[config.mk]
export PLATFORM = sky130hd
export DESIGN_NAME = qlr_midq
export DESIGN_NICKNAME = d
export VERILOG_FILES = /design/src/rtl/qlr_pkg.sv /design/src/rtl/qlr_midq.sv
export SDC_FILE = /design/constraint.sdc
export NUM_CORES = 1
export LEC_CHECK = 0
export BUFFER_PORTS_ARGS = -buffer_cell sky130_fd_sc_hd__buf_2
export CAP_MARGIN = 20
export CELL_PAD_IN_SITES_DETAIL_PLACEMENT = 0
export CELL_PAD_IN_SITES_GLOBAL_PLACEMENT = 1
export CORE_MARGIN = 3
export CORE_UTILIZATION = 54
export CTS_CLUSTER_SIZE = 30
export DETAILED_ROUTE_END_ITERATION = 10
export PLACE_DENSITY = 0.84
export SLEW_MARGIN = 20
export SYNTH_ARGS = -nofsm -noshare
export SYNTH_HDL_FRONTEND = slang
export SYNTH_SLANG_ARGS = --single-unit
[constraint.sdc]
create_clock -name clk -period 3.9 [get_ports clk]
set_input_delay 0.585 -clock clk [delete_from_list [all_inputs] [get_ports clk]]
set_output_delay 0.585 -clock clk [all_outputs]
set_load 0.01 [all_outputs]
[src/rtl/qlr_pkg.sv]
// Shared types and constants for the int8 quantized linear + ReLU core.
`timescale 1ns / 1ps
package qlr_pkg;

  // Field widths
  localparam int ACT_W    = 8;
  localparam int WGT_W    = 8;
  localparam int BIAS_W   = 32;
  localparam int ACC_W    = 32;
  localparam int MULT_W   = 31;
  localparam int SHIFT_W  = 6;
  localparam int OUT_W    = 47;
  localparam int SCALED_W = 64;

  // Configuration port
  localparam int CFG_IDX_W  = 4;
  localparam int CFG_DATA_W = 32;

  // Queue depths
  localparam int MIDQ_DEPTH = 4;
  localparam int OUTQ_DEPTH = 2;

  // Register reset values
  localparam logic [MULT_W-1:0]  MULT_RST  = MULT_W'(65536);
  localparam logic [SHIFT_W-1:0] SHIFT_RST = SHIFT_W'(32);

  // Largest activation, 2^47-1
  localparam logic [OUT_W-1:0] ACT_MAX = {OUT_W{1'b1}};

  typedef enum logic [CFG_IDX_W-1:0] {
    REG_IN_ZP   = 4'd0,
    REG_WGT_ZP  = 4'd1,
    REG_MULT    = 4'd2,
    REG_SHIFT   = 4'd3
  } cfg_idx_e;

  typedef struct packed {
    logic signed [ACT_W-1:0]  act_value;
    logic signed [WGT_W-1:0]  wgt_value;
    logic signed [BIAS_W-1:0] bias_value;
    logic                     last_element;
  } in_word_t;

  typedef struct packed {
    logic [OUT_W-1:0] activation;
    logic             saturated;
  } out_word_t;

  // Finished dot product handed from front to back
  typedef struct packed {
    logic signed [ACC_W-1:0]  acc;
    logic signed [BIAS_W-1:0] bias;
  } mid_word_t;

  typedef struct packed {
    logic signed [ACT_W-1:0] in_zp;
    logic signed [WGT_W-1:0] wgt_zp;
    logic [MULT_W-1:0]       scale_mult;
    logic [SHIFT_W-1:0]      scale_shift;
  } cfg_t;

endpackage

[src/rtl/qlr_midq.sv]
// Small FIFO of finished dot products between front and back.
`timescale 1ns / 1ps
module qlr_midq (
  input  logic                clk,
  input  logic                rst_n,
  input  logic                wr_en,
  input  qlr_pkg::mid_word_t  wr_data,
  output logic                full,
  input  logic                rd_en,
  output qlr_pkg::mid_word_t  rd_data,
  output logic                empty
);
  import qlr_pkg::*;

  localparam int PTR_W = $clog2(MIDQ_DEPTH);
  localparam int CNT_W = $clog2(MIDQ_DEPTH + 1);

  mid_word_t        mem_r [MIDQ_DEPTH];
  logic [PTR_W-1:0] wr_ptr_r, rd_ptr_r;
  logic [CNT_W-1:0] cnt_r;

  assign full    = (cnt_r == CNT_W'(MIDQ_DEPTH));
  assign empty   = (cnt_r == '0);
  assign rd_data = mem_r[rd_ptr_r];

  always_ff @(posedge clk) begin
    if (wr_en) begin
      mem_r[wr_ptr_r] <= wr_data;
    end
  end

  always_ff @(posedge clk) begin
    if (!rst_n) begin
      wr_ptr_r <= '0;
      rd_ptr_r <= '0;
      cnt_r    <= '0;
    end else begin
      if (wr_en) begin
        wr_ptr_r <= (wr_ptr_r == PTR_W'(MIDQ_DEPTH - 1)) ? '0 : wr_ptr_r + 1'b1;
      end
      if (rd_en) begin
        rd_ptr_r <= (rd_ptr_r == PTR_W'(MIDQ_DEPTH - 1)) ? '0 : rd_ptr_r + 1'b1;
      end
      case ({wr_en, rd_en})
        2'b10:   cnt_r <= cnt_r + 1'b1;
        2'b01:   cnt_r <= cnt_r - 1'b1;
        default: cnt_r <= cnt_r;
      endcase
    end
  end

  a_no_overflow: assert property (@(posedge clk) disable iff (!rst_n)
    wr_en |-> !full) else $error("midq written while full");

  a_no_underflow: assert property (@(posedge clk) disable iff (!rst_n)
    rd_en |-> !empty) else $error("midq read while empty");

  a_cnt_drop: assert property (@(posedge clk) disable iff (!rst_n)
    (rd_en && !wr_en) |=> (cnt_r == $past(cnt_r) - 1'b1))
    else $error("midq count did not drop on read");

endmodule

# Yosys cells after proc, flatten, opt, wreduce, memory -nomap -nowiden
# Memory sizes are Yosys's and may differ from the RTL's. A register that Yosys moved wholly into a read port is not among the register bits.
# Index checks and enable logic that the tools add are counted.
classes:
  n_mux: 7
  eq_ne: 5
  addsub: 4
  n_reduce_logical: 2
op_table:
  columns: ["op", "count"]
  rows:
  - ["2-bit 2-to-1 mux", 4]
  - ["2-bit equality test, second input constant", 3]
  - ["3-bit one-hot mux with 2 select lines", 1]
  - ["2-bit by 1-bit adder with 2-bit output, second input constant", 2]
  - ["3-bit by 1-bit adder with 3-bit output, second input constant", 1]
  - ["3-bit equality test, second input constant", 1]
  - ["3-bit zero test", 1]
  - ["3-bit by 1-bit subtractor with 3-bit output, second input constant", 1]
  - ["2-bit by 1-bit equality test with 1-bit output, second input constant", 1]
  - ["1-bit 2-to-1 mux", 2]
  - ["2-bit nonzero test", 1]
totals:
  mem_count: 1
  ff_bits: 7
  mem_bits_rw: 256
  input_bits: 68
mem_list:
  columns: ["memory", "depth", "width", "rd", "rd_ports_with_merged_regs", "wr", "line", "text"]
  rows:
  - ["mem_r", 4, 64, 1, 1, 1, "qlr_midq.sv:18", "mid_word_t mem_r [MIDQ_DEPTH];"]

# Depth between registers and ports, before layout
depth:
  depth_word: 4
  mapped_depth: 7
  ltp_nobuf: 7

# Least setup slack after synthesis
# OpenSTA, ideal clock, no wires.
synth_path:
  kind: "input -> register"
  start: "in wr_en"
  end: "mem mem_r[0][0] in the netlist's numbering (enable)"
  stages: 1
  path_buffers: 0
  setup_time_ps: 429
  t_arrival_ps: 2092
  path_slack_ps: 1380
  path_cell_list: "and2_1"
synth_via:
  elab_chain_cells: 2
synth_lines:
  columns: ["item", "line", "text"]
  rows:
  - ["start, declared", "qlr_midq.sv:6", "input logic wr_en,"]
  - ["1-bit 2-to-1 mux", "qlr_midq.sv:27", "if (wr_en) begin"]
  - ["1-bit 2-to-1 mux (not written as such)", "qlr_midq.sv:28", "mem_r[wr_ptr_r] <= wr_data;"]
  - ["end, declared", "qlr_midq.sv:18", null]
# Every way passes these cells.

==> qor.csv <==
stage,metric,value,unit
status,status,finished clean,
critical_path,crit_path_start_kind,flip-flop,
sta,hold_violations,0,
critical_path,rrSetupSlack,2090,ps
pwr,max-vdd-ir-drop,0.382,mV
routing,antenna_left,0,
routing,dr.pass1.iters,4,
clock_tree,clk_path_buf_depth,3,
pwr,power_leakage,3.88,nW
routing,via_count,4334,
sta,finalSetupViolations,0,
clock_tree,cts_tree,yes,
critical_path,slowest_stage,mux4_1,
floorplanning,row_count,48,
floorplanning,coreArea,17500,sq um
floorplanning,die_height,141,um
sta,period_minus_slack,2790,ps
grt,antenna_found_initial,2,
sta,worstMarginPinSlew,982,ps
logic_synthesis,synth.avg_cell_area,25.7,sq um
min_path,min_path_cells,1,
layout,final_common_cell,edfxtp_1,
critical_path,cp.arrival,2200,ps
logic_synthesis,yosysWarnings,0,
clock_tree,root_buffer,clkbuf_16,
min_path,hold_path.startpoint,wr_data[15],
place,place.gp.congestion,0.705,
critical_path,max_stage_delay,610,ps
grt,overflow,0,
clock_tree,numClockSinks,265,
clock_tree,clk-insertion-delay-late,510,ps
critical_path,path_class,flip-flop to primary output,
routing,vias_per_cell,5.60,
clock_tree,cts_buffers,27,
logic_synthesis,synthDistinctLibCells,25,
routing,finalWirelength,16800,um
routing,wire_per_inst,21.7,um
layout,area_growth,17.1,%
grt,grt_max_degree,65,
grt,grt_pass1_vias,4673,
sta,grt_setup_unrepaired,no,
layout,nNetsFinal,606,
sta,final.setup.tns,0,ps
critical_path,reg2reg_to,mem_r[3][21]$_DFFE_PP_,
critical_path,worstPathMaxFanout,23,
critical_path,cp.required,3310,ps
grt,track_usage,0.174,
floorplanning,initial_core_util,0.557,
place,dpl.hpwl,9630,um
sta,finClkSkew,12.4,ps
clock_tree,cts-resized-gates,0,
logic_synthesis,syn_area,9770,sq um
layout,final_cell_mix,"256 x edfxtp_1, 133 x buf_2, 60 x mux4_2",
flow_run,maxCapViolCount,0,
critical_path,worstRegToRegCells,2,
floorplanning,die_area,19800,sq um
clock_tree,h-tree-depth,1,
floorplanning,boundaryPins,134,
floorplanning,die_x,141,um
layout,fillers,1162,
critical_path,cp-end-kind,primary output,
grt,grt_first_pass_wirelength,26600,um
clock_tree,cts_hold_buf,0,
place,io_buffers,133,
layout,drive_gt1_frac,0.432,
clock_tree,post_cts.repair.setup_buffers,0,
logic_synthesis,ys_ff_latch,265,
min_path,hold_end,mem_r[1][15]$_DFFE_PP_,
critical_path,timing.rr.start,wr_ptr_r[0]$_SDFFE_PN0P_,
pwr,power-per-cell-area,539,nW/um^2
layout,n_antenna_cell,0,
logic_synthesis,synth_cells,381,
layout,finalNonFillerCells,774,
min_path,hold_path_class,input pin to flip-flop,
sta,slew_headroom,0.345,
logic_synthesis,yosysSeqAreaShare,0.805,
logic_synthesis,syn-num-nets,456,
sta,fin_crit_sh,0.714,
critical_path,path_cells,buf_4 > mux4_1 > buf_2,
sta,maxSlewViolCount,0,
routing,drtIter0Drc,336,
clock_tree,cts.reportedPaths.clkPinSlew,60,ps
sta,fmax,359,MHz
place,dp.cells,727,
routing,drc,0,
[cells in the mapped netlist]
cell type / count / area (sq um)
edfxtp_1: 256 / 7690
mux4_2: 60 / 1350
dfxtp_1: 9 / 180
and2_1: 6 / 37.5
buf_12: 6 / 120
buf_2: 6 / 30.0
ha_1: 6 / 75.1
inv_1: 6 / 22.5
mux4_1: 4 / 105
nor2b_1: 4 / 25.0
mux2i_1: 2 / 20.0
nor3b_1: 2 / 15.0
o21ai_0: 2 / 10.0
a21boi_0: 1 / 7.51
a21oi_1: 1 / 5.00
and3_1: 1 / 6.26
buf_6: 1 / 11.3
clkbuf_2: 1 / 5.00
fa_1: 1 / 20.0
nand2_1: 1 / 3.75
nor3_1: 1 / 5.00
o21a_1: 1 / 7.51
or3_1: 1 / 6.26
xnor2_1: 1 / 8.76
xor2_1: 1 / 8.76
[registers in the layout (all words and copies together), names as in the netlist, named ones only]
| name | cells |
|---|---|
| wr_ptr_r | 2 |
| mem_r | 256 |
| cnt_r | 3 |
| rd_ptr_r | 2 |
[per-layer routing]
layer / up-vias / track usage / part of all wire / routed length (um)
met2: 125 / 0.294 / 0.52 / 8790
met1: 2259 / 0.233 / 0.40 / 6670
met4: 4 / 0.0423 / 0.016 / 265
met5: - / 0 / 0.0016 / 27
met3: 23 / 0.0413 / 0.063 / 1060
li1: 1923 / - / - / -
[kinds of logic after synthesis]
| kind of cell | synth area share |
|---|---|
| AND/OR/NAND/NOR | 0.0101 |
| XOR/XNOR | 0.00179 |
| flip-flops | 0.805 |
| buffers and inverters | 0.0193 |
| AO/OA/AOI/OAI | 0.00307 |
| multiplexers | 0.151 |
| adder cells (fa/ha/maj) | 0.00973 |
[critical path, delay by kind of cell, from the launching register on]
| kind | cells | cell delay (ps) |
|---|---|---|
| buffers and inverters | 2 | 610 |
| muxes | 1 | 610 |
| DFF | 1 | 460 |
[power breakdown]
group | leakage (nW) | switching (W) | total [W] | internal, W
clock network | 0.413 | 0.000972 | 0.00240 | 0.00142
logic | 1.04 | 0.000245 | 0.000472 | 0.000227
registers | 2.43 | 0.0000518 | 0.00330 | 0.00325
total | 3.88 | 0.00127 | 0.00617 | 0.00490
[how the worst max path moves through the flow]
stage,from,endpoint
2_1_floorplan,wr_en,mem_r[0][0]$_DFFE_PP_
3_3_place_gp,flip-flop,rd_data[53]
4_1_cts,flip-flop,rd_data[53]
5_1_grt,flip-flop,rd_data[53]
3_5_place_dp,flip-flop,rd_data[53]
6_report,flip-flop,rd_data[53]
[metrics by stage]
step	setup WS (ps)	cell area, sq um	util	hold WS [ps]	power (W)
2_1_floorplan	1380	9770	-	473	0.00364
3_3_place_gp	1620	10600	0.604	486	0.00382
3_5_place_dp	1610	10600	0.604	539	0.00384
4_1_cts	1060	11400	0.652	262	0.00623
5_1_grt	954	11400	0.652	265	0.00639
6_report	1110	11400	0.652	281	0.00617
[area by class of cell]
type                    count  area (sq um)  area share
clock inverters            10          78.8     0.00689
clock buffers              37           763      0.0667
repair buffers            135           693      0.0606
flip-flops and latches    265          7880       0.688
multi-input cells          96          1730       0.151
inverters                   6          22.5     0.00197
well taps                 225           282      0.0246
No activity file was read; power rests on OpenSTA's default activity.
