==> src/rtl/qlr_pkg.sv <==
// Shared types and constants for the int8 quantized linear + ReLU core.
`timescale 1ns / 1ps
package qlr_pkg;

  // Field widths
  localparam int ACT_W    = 8;
  localparam int WGT_W    = 8;
  localparam int BIAS_W   = 32;
  localparam int ACC_W    = 32;
  localparam int MULT_W   = 31;
  localparam int SHIFT_W  = 6;
  localparam int OUT_W    = 47;
  localparam int SCALED_W = 64;

  // Configuration port
  localparam int CFG_IDX_W  = 4;
  localparam int CFG_DATA_W = 32;

  // Queue depths
  localparam int MIDQ_DEPTH = 4;
  localparam int OUTQ_DEPTH = 2;

  // Register reset values
  localparam logic [MULT_W-1:0]  MULT_RST  = MULT_W'(65536);
  localparam logic [SHIFT_W-1:0] SHIFT_RST = SHIFT_W'(32);

  // Largest activation, 2^47-1
  localparam logic [OUT_W-1:0] ACT_MAX = {OUT_W{1'b1}};

  typedef enum logic [CFG_IDX_W-1:0] {
    REG_IN_ZP   = 4'd0,
    REG_WGT_ZP  = 4'd1,
    REG_MULT    = 4'd2,
    REG_SHIFT   = 4'd3
  } cfg_idx_e;

  typedef struct packed {
    logic signed [ACT_W-1:0]  act_value;
    logic signed [WGT_W-1:0]  wgt_value;
    logic signed [BIAS_W-1:0] bias_value;
    logic                     last_element;
  } in_word_t;

  typedef struct packed {
    logic [OUT_W-1:0] activation;
    logic             saturated;
  } out_word_t;

  // Finished dot product handed from front to back
  typedef struct packed {
    logic signed [ACC_W-1:0]  acc;
    logic signed [BIAS_W-1:0] bias;
  } mid_word_t;

  typedef struct packed {
    logic signed [ACT_W-1:0] in_zp;
    logic signed [WGT_W-1:0] wgt_zp;
    logic [MULT_W-1:0]       scale_mult;
    logic [SHIFT_W-1:0]      scale_shift;
  } cfg_t;

endpackage

==> src/rtl/qlr_front.sv <==
// Front end: zero-point MAC per word, hands finished sums to the back.
`timescale 1ns / 1ps
module qlr_front (
  input  logic                clk,
  input  logic                rst_n,
  input  qlr_pkg::cfg_t       cfg,
  input  logic                in_push,
  input  qlr_pkg::in_word_t   in_word,
  output logic                in_full,
  output logic                mid_wr,
  output qlr_pkg::mid_word_t  mid_wdata,
  input  logic                mid_full
);
  import qlr_pkg::*;

  logic signed [ACC_W-1:0] acc_r;
  logic signed [ACT_W:0]   a_d;
  logic signed [WGT_W:0]   w_d;
  logic signed [ACT_W+WGT_W+1:0] prod;
  logic signed [ACC_W-1:0] acc_sum;
  logic                    accept;

  assign in_full = mid_full;
  assign accept  = in_push && !mid_full;

  // 9-bit differences, 18-bit product, wrapping 32-bit sum
  assign a_d     = (ACT_W+1)'(in_word.act_value) - (ACT_W+1)'(cfg.in_zp);
  assign w_d     = (WGT_W+1)'(in_word.wgt_value) - (WGT_W+1)'(cfg.wgt_zp);
  assign prod    = a_d * w_d;
  assign acc_sum = acc_r + ACC_W'(prod);

  assign mid_wr         = accept && in_word.last_element;
  assign mid_wdata.acc  = acc_sum;
  assign mid_wdata.bias = in_word.bias_value;

  always_ff @(posedge clk) begin
    if (!rst_n) begin
      acc_r <= '0;
    end else if (accept) begin
      acc_r <= in_word.last_element ? '0 : acc_sum;
    end
  end

endmodule

==> config.mk <==
export PLATFORM = sky130hd
export DESIGN_NAME = qlr_front
export DESIGN_NICKNAME = d
export VERILOG_FILES = /design/src/rtl/qlr_pkg.sv /design/src/rtl/qlr_front.sv
export SDC_FILE = /design/constraint.sdc
export NUM_CORES = 1
export LEC_CHECK = 0
export BUFFER_PORTS_ARGS = -buffer_cell sky130_fd_sc_hd__buf_2
export CAP_MARGIN = 20
export CORE_MARGIN = 2
export CORE_UTILIZATION = 29
export CTS_CLUSTER_SIZE = 16
export DETAILED_ROUTE_END_ITERATION = 6
export HOLD_SLACK_MARGIN = 0.05
export MAX_ROUTING_LAYER = met4
export PLACE_DENSITY_LB_ADDON = 0.05
export SYNTH_ARGS = -nofsm -noshare
export SYNTH_HDL_FRONTEND = slang
export SYNTH_SLANG_ARGS = --single-unit
==> constraint.sdc <==
create_clock -name clk -period 9.79 [get_ports clk]
set_input_delay 0.4895 -clock clk [delete_from_list [all_inputs] [get_ports clk]]
set_output_delay 0.4895 -clock clk [all_outputs]
set_load 0.05 [all_outputs]
# After elaboration in Yosys (flattened, before gate mapping)

Cells that the tools add are included.

Register bits after elaboration: 32
Input port bits: 106
Output and inout port bits: 66
Word-level logic and storage cells: 9

$add $sub $neg: 3
Multipliers: 1
Multiplexer cells: 1
Reduce and logical (&&, ||, !) cells: 3

Operators by type and width:

| kind                       | number |
|---|---|
| adder 32 x 18 -> 32 bit    | 1 |
| 2-to-1 mux 32 bit          | 1 |
| multiplier 9 x 9 -> 18 bit | 1 |
| subtractor 8 x 8 -> 9 bit  | 2 |
| logical AND 1 bit          | 2 |
| zero test 1 bit            | 1 |

# Longest topological paths before layout

Gate-level depths: netlist of run 1.

Depth in word-level cells: 4
Depth in mapped cells: 31
Gate-level depth less buffers: 30

# Least setup slack after synthesis of run 1

Ideal clock, no wire load.

Kind: input port to output port
Start point: in cfg[39] in the netlist's numbering
End point: out mid_wdata[56] in the netlist's numbering
Data arrival time: 7.314 ns
Required time: 9.300 ns
Path slack: 1.987 ns
Cell stages on the path: 26
Path buffers: 0
Cells stage by stage: inv_1 ha_1 nor2b_1 o21ai_0 nand2b_1 a21o_1 a21o_1 a2111oi_0 a21oi_1 nand2b_1 fa_1 fa_1 inv_1 fa_1 fa_1 inv_1 fa_1 inv_1 ha_1 nand3_1 nor3_1 o21ai_1 and3_1 o31ai_2 a41oi_1 xnor2_1

RTL lines:

| item            | RTL line        | RTL |
|---|---|---|
| start, declared | qlr_front.sv:6  | `input qlr_pkg::cfg_t cfg,` |
| end, declared   | qlr_front.sv:11 | `output qlr_pkg::mid_word_t mid_wdata,` |

==> results of run 1 <==
==> logic make-up (layout without fill, tap and decap cells) <==
logic type	count (synthesis)	count (layout)	share of synthesized area (%)
DFF	32	32	8.42
and+or+nand+nor	202	202	13.0
adders and majority gates	209	209	45.9
xor gates and xnor gates	35	35	4.03
AOI/OAI and AO/OA	149	149	13.3
buffers and inverters	277	317	15.3
==> worst max-delay path: cells and delay by family <==
kind	cells	cell delay, ns
buf+inv	6	0.58
simple gates	4	0.90
fa+ha+maj	7	3.22
compound gates	11	3.00
xor+xnor	1	0.15
==> final cells by class <==
| cell class | count | share of cell area [%] |
|---|---|---|
| clock buffers | 5 | 1.51 |
| clock inverters | 2 | 0.151 |
| inverters | 228 | 10.3 |
| multi-input cells | 595 | 70.0 |
| flip-flops and latches | 32 | 7.71 |
| well taps | 335 | 5.05 |
| repair buffers | 82 | 5.30 |
==> final timing paths <==
| kind | start | to | slack, ns | cells past startpoint |
|---|---|---|---|---|
| worst max register to register | acc_r[8] | acc_r[30] | 5.16 | 16 |
| worst max-delay path | cfg[46] | mid_wdata[62] | 0.96 | 29 |
| worst min-delay path | acc_r[18] | acc_r[18] | 0.49 | 1 |
| worst min register to register | acc_r[18] | acc_r[18] | 0.49 | 1 |
==> Yosys cell counts (2+ instances only) <==
library cell                 n  share of area (%)
sky130_fd_sc_hd__clkbuf_1   16               0.79
sky130_fd_sc_hd__nor2b_1    21                1.7
sky130_fd_sc_hd__a31oi_1     3               0.25
sky130_fd_sc_hd__fa_1      117                 31
sky130_fd_sc_hd__and2_1      7               0.58
sky130_fd_sc_hd__nand2b_1   20                1.6
sky130_fd_sc_hd__xor2_1      9                1.0
sky130_fd_sc_hd__nor3_1     15               0.99
sky130_fd_sc_hd__a21oi_1    36                2.4
sky130_fd_sc_hd__o221ai_1    2               0.23
sky130_fd_sc_hd__dfxtp_1    32                8.4
sky130_fd_sc_hd__o21ai_0    27                1.8
sky130_fd_sc_hd__o41ai_1     2               0.23
sky130_fd_sc_hd__nand4_1     6               0.49
sky130_fd_sc_hd__inv_1     228                 11
sky130_fd_sc_hd__nand2_1    46                2.3
sky130_fd_sc_hd__a21o_1     13                1.3
sky130_fd_sc_hd__a211oi_1    3               0.30
sky130_fd_sc_hd__or2_2       4               0.33
sky130_fd_sc_hd__and3_1      6               0.49
sky130_fd_sc_hd__or3_1       6               0.49
sky130_fd_sc_hd__a32o_1      2               0.26
sky130_fd_sc_hd__nor3b_1     7               0.69
sky130_fd_sc_hd__a22oi_1     8               0.79
sky130_fd_sc_hd__buf_4      33                3.3
sky130_fd_sc_hd__xnor2_1    26                3.0
sky130_fd_sc_hd__o211ai_1    2               0.20
sky130_fd_sc_hd__o21bai_1    5               0.49
sky130_fd_sc_hd__a21boi_0    6               0.59
sky130_fd_sc_hd__ha_1       92                 15
sky130_fd_sc_hd__o21ai_1     3               0.20
sky130_fd_sc_hd__a22o_1     19                2.2
sky130_fd_sc_hd__o21a_1      8               0.79
sky130_fd_sc_hd__nor2_1     55                2.7
sky130_fd_sc_hd__nand3_1     7               0.46
==> layer usage <==
layer	GRT usage [%]	vias up	part of all wire [%]
met2	23.4	80	47
met3	1.79	15	2.8
li1	-	2878	-
met1	21.1	2814	50
met4	1.93	0	0.72
met5	-	-	0
==> through the flow <==
stage,area (um2),utilization (%)
5_1_grt,8300,32.0
3_5_place_dp,8170,31.5
4_1_cts,8300,32.0
2_1_floorplan,7610,-
3_3_place_gp,8170,31.5
6_report,8300,32.0
==> metrics.txt, run 1 <==
# TYPE chip_impl_metric gauge
chip_impl_info{name="setup.worst_path.start_class",value="input port"} 1
chip_impl_metric{name="data_required_time_of_the_worst_path",unit="ns"} 9.30
chip_impl_metric{name="final_net_count",unit=""} 1259
chip_impl_metric{name="seq_area_frac_synth",unit="%"} 8.42
chip_impl_metric{name="hold_viol",unit=""} 0
chip_impl_metric{name="yosysWarningCount",unit=""} 0
chip_impl_metric{name="final-max-slew-violation-count",unit=""} 0
chip_impl_metric{name="first_iter_violations",unit=""} 193
chip_impl_metric{name="max_freq",unit="MHz"} 113
chip_impl_info{name="critPathMostFrequentCell",value="sky130_fd_sc_hd__fa_1"} 1
chip_impl_metric{name="floorplan.die.width",unit="um"} 166
chip_impl_metric{name="first_global_vias",unit=""} 5889
chip_impl_metric{name="clock-sinks",unit=""} 32
chip_impl_metric{name="synth.ff_latch_count",unit=""} 32
chip_impl_metric{name="cp_slowest_stage_delay",unit="ns"} 0.59
chip_impl_metric{name="max_cap_viol_count",unit=""} 0
chip_impl_metric{name="worst_skew_pair.late_latency",unit="ns"} 0.29
chip_impl_info{name="cpMaxStageDelayCell",value="sky130_fd_sc_hd__o41ai_1"} 1
chip_impl_metric{name="final-seq-area",unit="um2"} 641
chip_impl_metric{name="number_of_antenna_violations_at_the_first_check_in_global_routing",unit=""} 0
chip_impl_metric{name="max_slew_margin",unit="%"} 25.5
chip_impl_info{name="cts_tree",value="done"} 1
chip_impl_metric{name="clock_skew",unit="ns"} 0.00679
chip_impl_metric{name="synth.net_count",unit=""} 1219
chip_impl_metric{name="multiInputGateArea",unit="um2"} 5810
chip_impl_metric{name="holdBufCountCts",unit=""} 0
chip_impl_metric{name="htree_levels",unit=""} 2
chip_impl_metric{name="syn_avg_cell_area",unit="um2"} 8.42
chip_impl_metric{name="gp_congestion",unit=""} 0.754
chip_impl_metric{name="insertedDiodeCount",unit=""} 0
chip_impl_metric{name="gr-total-overflow",unit=""} 0
chip_impl_metric{name="finalWirelength",unit="um"} 19400
chip_impl_info{name="rsz0062_at_grt",value="false"} 1
chip_impl_metric{name="dpl.hpwl",unit="um"} 16300
chip_impl_info{name="leading_cell_type_in_the_layout_fill_and_taps_excluded",value="sky130_fd_sc_hd__inv_1"} 1
chip_impl_metric{name="path_max_fanout",unit=""} 6
chip_impl_metric{name="synth.distinct_cells",unit=""} 47
chip_impl_metric{name="fp-row-count",unit=""} 59
chip_impl_metric{name="pre_cts_setup_slack",unit="ns"} 0.893
chip_impl_info{name="critPathCaptureType",value="primary output"} 1
chip_impl_info{name="cts.root.buffer_cell",value="sky130_fd_sc_hd__clkbuf_16"} 1
chip_impl_metric{name="syn_area",unit="um2"} 7610
chip_impl_metric{name="route.detailed.wl_per_inst",unit="um"} 15.2
chip_impl_metric{name="postSynth.asyncResetShare",unit="%"} 0
chip_impl_metric{name="tritoncts.num_buffers",unit=""} 5
chip_impl_metric{name="synth_enable_flop_cells",unit=""} 0
chip_impl_metric{name="cts_buffer_depth",unit=""} 2
chip_impl_metric{name="path_clk_slew",unit="ns"} 0.06
chip_impl_metric{name="ant_nets",unit=""} 0
chip_impl_metric{name="fp.dieArea",unit="um2"} 27600
chip_impl_metric{name="vias",unit=""} 5787
chip_impl_info{name="top_register",value="acc_r"} 1
chip_impl_metric{name="floorplan.initialDensity",unit="%"} 29.4
chip_impl_info{name="critPathKind",value="input port to primary output"} 1
chip_impl_metric{name="post-cts-setup-buffers",unit=""} 0
chip_impl_metric{name="placedCellCount",unit=""} 1272
chip_impl_metric{name="detailed_router_iteration_count_before_antenna_repair",unit=""} 4
chip_impl_metric{name="final.setup.tns",unit="ns"} 0
chip_impl_metric{name="viasPerCell",unit=""} 4.52
chip_impl_metric{name="die_y",unit="um"} 166
chip_impl_metric{name="portBuffers",unit=""} 70
chip_impl_metric{name="setup_slack",unit="ns"} 0.956
chip_impl_metric{name="instances_no_fill",unit=""} 1279
chip_impl_info{name="synth-main-ff-cell",value="sky130_fd_sc_hd__dfxtp_1"} 1
chip_impl_metric{name="pin_count_of_the_biggest_net_entering_global_routing",unit=""} 22
chip_impl_metric{name="grtUsageTotal",unit="%"} 14.9
chip_impl_metric{name="timing.critical_path.arrival",unit="ns"} 8.34
chip_impl_metric{name="synthToLayoutAreaGrowth",unit="%"} 9.13
chip_impl_metric{name="largest_register_ff_count",unit=""} 32
chip_impl_metric{name="fin_worst_hold_slack",unit="ns"} 0.485
chip_impl_metric{name="core_area",unit="um2"} 25900
chip_impl_metric{name="finalCritPeriodShare",unit="%"} 90.2
chip_impl_metric{name="setup_viol_count_final",unit=""} 0
chip_impl_metric{name="drt_drc_violations_left",unit=""} 0
chip_impl_metric{name="final_layout_size_suffix_gt1_share",unit="%"} 10.5
chip_impl_info{name="hp-class",value="flip-flop to flip-flop"} 1
chip_impl_info{name="registers_with_the_highest_flip_flop_counts",value="acc_r: 32 flops"} 1
chip_impl_metric{name="fillerInstances",unit=""} 2843
chip_impl_metric{name="worst_slew_pin_slew",unit="ns"} 1.12
chip_impl_metric{name="cts_resized",unit=""} 0
chip_impl_metric{name="wire_length_of_the_first_global_routing_pass",unit="um"} 31900
chip_impl_metric{name="number_of_top_level_design_ports",unit=""} 172
chip_impl_metric{name="final.min_clock_period",unit="ns"} 8.83
chip_impl_info{name="layout_common_cells",value="228 x sky130_fd_sc_hd__inv_1, 117 x sky130_fd_sc_hd__fa_1, 92 x sky130_fd_sc_hd__ha_1, 70 x sky130_fd_sc_hd__buf_2, 55 x sky130_fd_sc_hd__nor2_1"} 1
chip_impl_metric{name="syn_inst",unit=""} 904
chip_impl_info{name="status",value="completed"} 1
Power of run 1 is not shown: default switching activity piles up to over one toggle a cycle in this logic, so the estimate is an artifact.
==> run 2: changes to the inputs <==
- clock period: 9.79 -> 9.58 ns (I/O delays scaled with it)
==> run 2 against run 1 <==
Compared with the run above:
- global-route usage shrank 0.082 points
- clock skew increased by 0.0012 ns
- non-clock buffer count increased by 1
- die area unchanged
- clock-buffer cell count is 1 higher
- sequential cell count unchanged
- register-to-register slack got worse by 0.12 ns
==> metrics.txt, run 2 (synthesis gave the netlist of run 1 again) <==
# TYPE chip_impl_metric gauge
chip_impl_info{name="rsz0062_at_grt",value="false"} 1
chip_impl_metric{name="largest_register_ff_count",unit=""} 32
chip_impl_metric{name="fillerInstances",unit=""} 2850
chip_impl_metric{name="wire_length_of_the_first_global_routing_pass",unit="um"} 31800
chip_impl_metric{name="tritoncts.num_buffers",unit=""} 5
chip_impl_metric{name="insertedDiodeCount",unit=""} 0
chip_impl_metric{name="vias",unit=""} 5772
chip_impl_metric{name="max_slew_margin",unit="%"} 47.0
chip_impl_metric{name="setup_viol_count_final",unit=""} 0
chip_impl_metric{name="number_of_antenna_violations_at_the_first_check_in_global_routing",unit=""} 0
chip_impl_metric{name="htree_levels",unit=""} 2
chip_impl_metric{name="finalCritPeriodShare",unit="%"} 92.7
chip_impl_info{name="cts.root.buffer_cell",value="sky130_fd_sc_hd__clkbuf_16"} 1
chip_impl_metric{name="data_required_time_of_the_worst_path",unit="ns"} 9.10
chip_impl_metric{name="cts_buffer_depth",unit=""} 2
chip_impl_metric{name="max_freq",unit="MHz"} 113
chip_impl_metric{name="hold_viol",unit=""} 0
chip_impl_metric{name="die_y",unit="um"} 166
chip_impl_metric{name="drt_drc_violations_left",unit=""} 0
chip_impl_metric{name="gp_congestion",unit=""} 0.755
chip_impl_metric{name="first_iter_violations",unit=""} 236
chip_impl_metric{name="final_net_count",unit=""} 1260
chip_impl_metric{name="worst_slew_pin_slew",unit="ns"} 0.795
chip_impl_metric{name="clock-sinks",unit=""} 32
chip_impl_metric{name="post-cts-setup-buffers",unit=""} 0
chip_impl_metric{name="floorplan.initialDensity",unit="%"} 29.4
chip_impl_metric{name="final-max-slew-violation-count",unit=""} 0
chip_impl_metric{name="cts_resized",unit=""} 0
chip_impl_info{name="layout_common_cells",value="228 x sky130_fd_sc_hd__inv_1, 117 x sky130_fd_sc_hd__fa_1, 92 x sky130_fd_sc_hd__ha_1, 70 x sky130_fd_sc_hd__buf_2, 55 x sky130_fd_sc_hd__nor2_1"} 1
chip_impl_metric{name="fp-row-count",unit=""} 59
chip_impl_metric{name="first_global_vias",unit=""} 5946
chip_impl_metric{name="grtUsageTotal",unit="%"} 14.8
chip_impl_metric{name="dpl.hpwl",unit="um"} 16200
chip_impl_info{name="registers_with_the_highest_flip_flop_counts",value="acc_r: 32 flops"} 1
chip_impl_info{name="status",value="completed"} 1
chip_impl_metric{name="floorplan.die.width",unit="um"} 166
chip_impl_metric{name="detailed_router_iteration_count_before_antenna_repair",unit=""} 4
chip_impl_metric{name="viasPerCell",unit=""} 4.51
chip_impl_info{name="leading_cell_type_in_the_layout_fill_and_taps_excluded",value="sky130_fd_sc_hd__inv_1"} 1
chip_impl_metric{name="final_layout_size_suffix_gt1_share",unit="%"} 10.7
chip_impl_metric{name="worst_skew_pair.late_latency",unit="ns"} 0.29
chip_impl_metric{name="holdBufCountCts",unit=""} 0
chip_impl_info{name="setup.worst_path.start_class",value="input port"} 1
chip_impl_metric{name="number_of_top_level_design_ports",unit=""} 172
chip_impl_metric{name="final.setup.tns",unit="ns"} 0
chip_impl_metric{name="synthToLayoutAreaGrowth",unit="%"} 9.47
chip_impl_info{name="critPathMostFrequentCell",value="sky130_fd_sc_hd__fa_1"} 1
chip_impl_metric{name="portBuffers",unit=""} 70
chip_impl_metric{name="core_area",unit="um2"} 25900
chip_impl_metric{name="final_core_utilization",unit="%"} 32.2
chip_impl_info{name="hp-class",value="flip-flop to flip-flop"} 1
chip_impl_metric{name="path_clk_slew",unit="ns"} 0.06
chip_impl_info{name="cts_tree",value="done"} 1
chip_impl_metric{name="max_cap_viol_count",unit=""} 0
chip_impl_metric{name="route.detailed.wl_per_inst",unit="um"} 15.1
chip_impl_metric{name="cp_slowest_stage_delay",unit="ns"} 0.57
chip_impl_metric{name="finalWirelength",unit="um"} 19400
chip_impl_metric{name="fp.dieArea",unit="um2"} 27600
chip_impl_metric{name="clock_skew",unit="ns"} 0.00804
chip_impl_info{name="top_register",value="acc_r"} 1
chip_impl_metric{name="path_max_fanout",unit=""} 7
chip_impl_info{name="critPathCaptureType",value="primary output"} 1
chip_impl_metric{name="final.min_clock_period",unit="ns"} 8.88
chip_impl_metric{name="timing.critical_path.arrival",unit="ns"} 8.40
chip_impl_info{name="critPathKind",value="input port to primary output"} 1
chip_impl_metric{name="gr-total-overflow",unit=""} 0
chip_impl_metric{name="pin_count_of_the_biggest_net_entering_global_routing",unit=""} 22
chip_impl_info{name="cpMaxStageDelayCell",value="sky130_fd_sc_hd__fa_1"} 1
chip_impl_metric{name="ant_nets",unit=""} 0
-- run 2: cell types whose count changed in the layout (fill, tap and decap cells not counted) --
cell,before,now
sky130_fd_sc_hd__buf_8,0,1
sky130_fd_sc_hd__clkbuf_8,0,1
sky130_fd_sc_hd__clkinv_2,1,2
sky130_fd_sc_hd__clkinvlp_4,1,0
-- run 2: final cells by class --
type                    count  area (um2)  area share, %
multi-input cells         595        5810           69.8
inverters                 228         856           10.3
clock inverters             2        10.0          0.120
repair buffers             83         455           5.47
clock buffers               6         139           1.67
well taps                 335         419           5.03
flip-flops and latches     32         641           7.69
-- run 2: worst max-delay path, delay by kind of cell --
| family | cells | cell delay (ns) |
|---|---|---|
| compound gates | 11 | 3.19 |
| xor+xnor | 1 | 0.15 |
| fa+ha+maj | 7 | 3.28 |
| buf+inv | 6 | 0.60 |
| simple gates | 4 | 0.69 |
-- run 2: metrics by stage --
stage | setup slack (ns) | cells | instance area, um2 | hold WS [ns]
after floorplan | 1.80 | 904 | 7610 | 0.448
after global placement | 0.870 | 1272 | 8170 | 0.468
after detailed placement | 0.830 | 1272 | 8170 | 0.465
after CTS | 0.779 | 1280 | 8320 | 0.486
after global routing | 0.136 | 1281 | 8330 | 0.492
final | 0.701 | 1281 | 8330 | 0.481
-- run 2: metal layers --
| metal | global-route usage, % | up-vias | part of all wire (%) |
|---|---|---|---|
| li1 | - | 2896 | - |
| met1 | 20.6 | 2780 | 48 |
| met2 | 23.8 | 85 | 48 |
| met3 | 1.93 | 11 | 3.6 |
| met4 | 1.44 | 0 | 0.62 |
| met5 | - | - | 0 |
-- run 2: final timing paths --
path | from | to | slack [ns] | depth (start not counted)
max | cfg[46] | mid_wdata[62] | 0.70 | 29
max reg2reg | acc_r[8] | acc_r[30] | 5.04 | 16
min | acc_r[18] | acc_r[18] | 0.48 | 1
min reg2reg | acc_r[18] | acc_r[18] | 0.48 | 1
Power of run 2 is left out for the same reason.
==> run 3: changes to the inputs <==
- CELL_PAD_IN_SITES_DETAIL_PLACEMENT: not set -> 2
- CELL_PAD_IN_SITES_GLOBAL_PLACEMENT: not set -> 2
- SETUP_SLACK_MARGIN: not set -> 0.3
- SKIP_LAST_GASP: not set -> 1
==> run 3 against run 2 <==
Compared with the run above:
- cell area is 0.54% higher
- wire length is 14% higher
- clock-buffer cell count is 1 higher
- sequential share of layout area hardly changed
- critical path depth stayed put
- non-clock buffer count stayed put
- global-route usage is 2.2 points higher
- via count is 4.6% higher
- die area stayed put
==> metrics.txt, run 3 (synthesis gave the netlist of run 1 again) <==
# TYPE chip_impl_metric gauge
chip_impl_metric{name="number_of_antenna_violations_at_the_first_check_in_global_routing",unit=""} 0
chip_impl_metric{name="setup_viol_count_final",unit=""} 0
chip_impl_metric{name="largest_register_ff_count",unit=""} 32
chip_impl_info{name="critPathCaptureType",value="primary output"} 1
chip_impl_metric{name="gp_congestion",unit=""} 0.827
chip_impl_metric{name="max_cap_viol_count",unit=""} 0
chip_impl_metric{name="worst_skew_pair.late_latency",unit="ns"} 0.30
chip_impl_metric{name="hold_viol",unit=""} 0
chip_impl_metric{name="max_freq",unit="MHz"} 116
chip_impl_metric{name="worst-r2r-cell-count",unit=""} 16
chip_impl_info{name="top_register",value="acc_r"} 1
chip_impl_info{name="hold-path-endpoint",value="acc_r[18]"} 1
chip_impl_metric{name="core_area",unit="um2"} 25900
chip_impl_info{name="hp-class",value="flip-flop to flip-flop"} 1
chip_impl_info{name="critical_path.reg2reg.endpoint",value="acc_r[31]"} 1
chip_impl_metric{name="clock-sinks",unit=""} 32
chip_impl_info{name="registers_with_the_highest_flip_flop_counts",value="acc_r: 32 flops"} 1
chip_impl_info{name="worst_hold_startpoint",value="acc_r[18]"} 1
chip_impl_metric{name="final.setup.tns",unit="ns"} 0
chip_impl_info{name="rsz0062_at_grt",value="false"} 1
chip_impl_metric{name="cp_slowest_stage_delay",unit="ns"} 0.56
chip_impl_metric{name="die_y",unit="um"} 166
chip_impl_metric{name="final_net_count",unit=""} 1260
chip_impl_metric{name="route.detailed.wl_per_inst",unit="um"} 17.2
chip_impl_metric{name="viasPerCell",unit=""} 4.71
chip_impl_metric{name="first_global_vias",unit=""} 6905
chip_impl_metric{name="finalWirelength",unit="um"} 22100
chip_impl_metric{name="htree_levels",unit=""} 2
chip_impl_metric{name="final.min_clock_period",unit="ns"} 8.62
chip_impl_info{name="leading_cell_type_in_the_layout_fill_and_taps_excluded",value="sky130_fd_sc_hd__inv_1"} 1
chip_impl_metric{name="finalCritPeriodShare",unit="%"} 89.9
chip_impl_info{name="status",value="completed"} 1
chip_impl_metric{name="final-max-slew-violation-count",unit=""} 0
chip_impl_metric{name="max_slew_margin",unit="%"} 47.2
chip_impl_metric{name="ant_nets",unit=""} 0
chip_impl_metric{name="fp-row-count",unit=""} 59
chip_impl_info{name="layout_common_cells",value="228 x sky130_fd_sc_hd__inv_1, 117 x sky130_fd_sc_hd__fa_1, 92 x sky130_fd_sc_hd__ha_1, 70 x sky130_fd_sc_hd__buf_2, 55 x sky130_fd_sc_hd__nor2_1"} 1
chip_impl_metric{name="vias",unit=""} 6035
chip_impl_metric{name="path_clk_slew",unit="ns"} 0.07
chip_impl_metric{name="path_max_fanout",unit=""} 6
chip_impl_info{name="startpoint_of_the_worst_register_to_register_path",value="acc_r[8]"} 1
chip_impl_metric{name="wire_length_of_the_first_global_routing_pass",unit="um"} 36600
chip_impl_info{name="critPathMostFrequentCell",value="sky130_fd_sc_hd__fa_1"} 1
chip_impl_info{name="critPathKind",value="input port to primary output"} 1
chip_impl_metric{name="dpl.hpwl",unit="um"} 19100
chip_impl_metric{name="floorplan.initialDensity",unit="%"} 29.4
chip_impl_metric{name="final_layout_size_suffix_gt1_share",unit="%"} 10.9
chip_impl_metric{name="first_iter_violations",unit=""} 122
chip_impl_metric{name="timing.hold.worst_path_depth",unit=""} 1
chip_impl_metric{name="synthToLayoutAreaGrowth",unit="%"} 10.1
chip_impl_metric{name="insertedDiodeCount",unit=""} 0
chip_impl_metric{name="cts_buffer_depth",unit=""} 2
chip_impl_metric{name="portBuffers",unit=""} 70
chip_impl_metric{name="gr-total-overflow",unit=""} 0
chip_impl_metric{name="grtUsageTotal",unit="%"} 17.0
chip_impl_metric{name="pin_count_of_the_biggest_net_entering_global_routing",unit=""} 23
chip_impl_metric{name="clock_skew",unit="ns"} 0.0173
chip_impl_metric{name="floorplan.die.width",unit="um"} 166
chip_impl_metric{name="tritoncts.num_buffers",unit=""} 5
chip_impl_info{name="setup.worst_path.start_class",value="input port"} 1
chip_impl_info{name="cts_tree",value="done"} 1
chip_impl_metric{name="number_of_top_level_design_ports",unit=""} 172
chip_impl_metric{name="detailed_router_iteration_count_before_antenna_repair",unit=""} 4
chip_impl_metric{name="timing.critical_path.arrival",unit="ns"} 8.14
chip_impl_metric{name="worst_slew_pin_slew",unit="ns"} 0.790
chip_impl_metric{name="data_required_time_of_the_worst_path",unit="ns"} 9.10
chip_impl_info{name="cts.root.buffer_cell",value="sky130_fd_sc_hd__clkbuf_16"} 1
chip_impl_metric{name="fp.dieArea",unit="um2"} 27600
chip_impl_metric{name="drt_drc_violations_left",unit=""} 0
chip_impl_info{name="cpMaxStageDelayCell",value="sky130_fd_sc_hd__fa_1"} 1
chip_impl_metric{name="r2r_setup_slack",unit="ns"} 5.03
[run 3: how the worst max path moves through the flow]
| stage | start | endpoint | slack, ns | depth (start not counted) |
|---|---|---|---|---|
| final | cfg[46] | mid_wdata[62] | 0.96 | 29 |
| after global placement | cfg[37] | mid_wdata[62] | 0.62 | 29 |
| after global routing | cfg[46] | mid_wdata[62] | 0.32 | 29 |
| after detailed placement | cfg[37] | mid_wdata[62] | 0.49 | 29 |
| after CTS | cfg[37] | mid_wdata[62] | 0.49 | 29 |
| after floorplan | cfg[39] | mid_wdata[56] | 1.80 | 26 |
[run 3: layout make-up]
type,count,area (um2)
well taps,335,419
multi-input cells,595,5820
clock buffers,7,153
inverters,228,856
clock inverters,1,30.0
fillers,2992,17500
repair buffers,83,455
flip-flops and latches,32,641
[run 3: timing repair]
action                     CTS  global route
resized for setup            0             3
buffers inserted             0             0
hold endpoints to repair     0             0
setup endpoints to repair    0             1
hold buffers                 0             0
[run 3: critical path, delay by kind of cell]
kind,cells,cell delay (ns)
simple gates,4,0.87
fa+ha+maj,7,3.24
compound gates,11,2.78
buf+inv,6,0.63
xor+xnor,1,0.16
[run 3: layer usage]
metal | routed length [um] | share of wire, % | GRT usage [%] | vias to the layer above
li1 | - | - | - | 2887
met2 | 11900 | 54 | 31.3 | 52
met4 | 243 | 1.1 | 2.99 | 0
met3 | 538 | 2.4 | 2.10 | 26
met1 | 9420 | 43 | 20.1 | 3070
met5 | 0 | 0 | - | -
[run 3: per-stage QoR]
stage               worst slack (ns)  hold WS, ns  utilization [%]  instances  instance area [um2]
finish                         0.964        0.485             32.3       1281                 8380
global route                   0.319        0.498             32.3       1281                 8380
CTS                            0.486        0.492             32.2       1280                 8350
detailed placement             0.491        0.464             31.5       1272                 8170
global placement               0.618        0.464             31.5       1272                 8170
floorplan                       1.80        0.448                -        904                 7610
Power of run 3 is left out for the same reason.
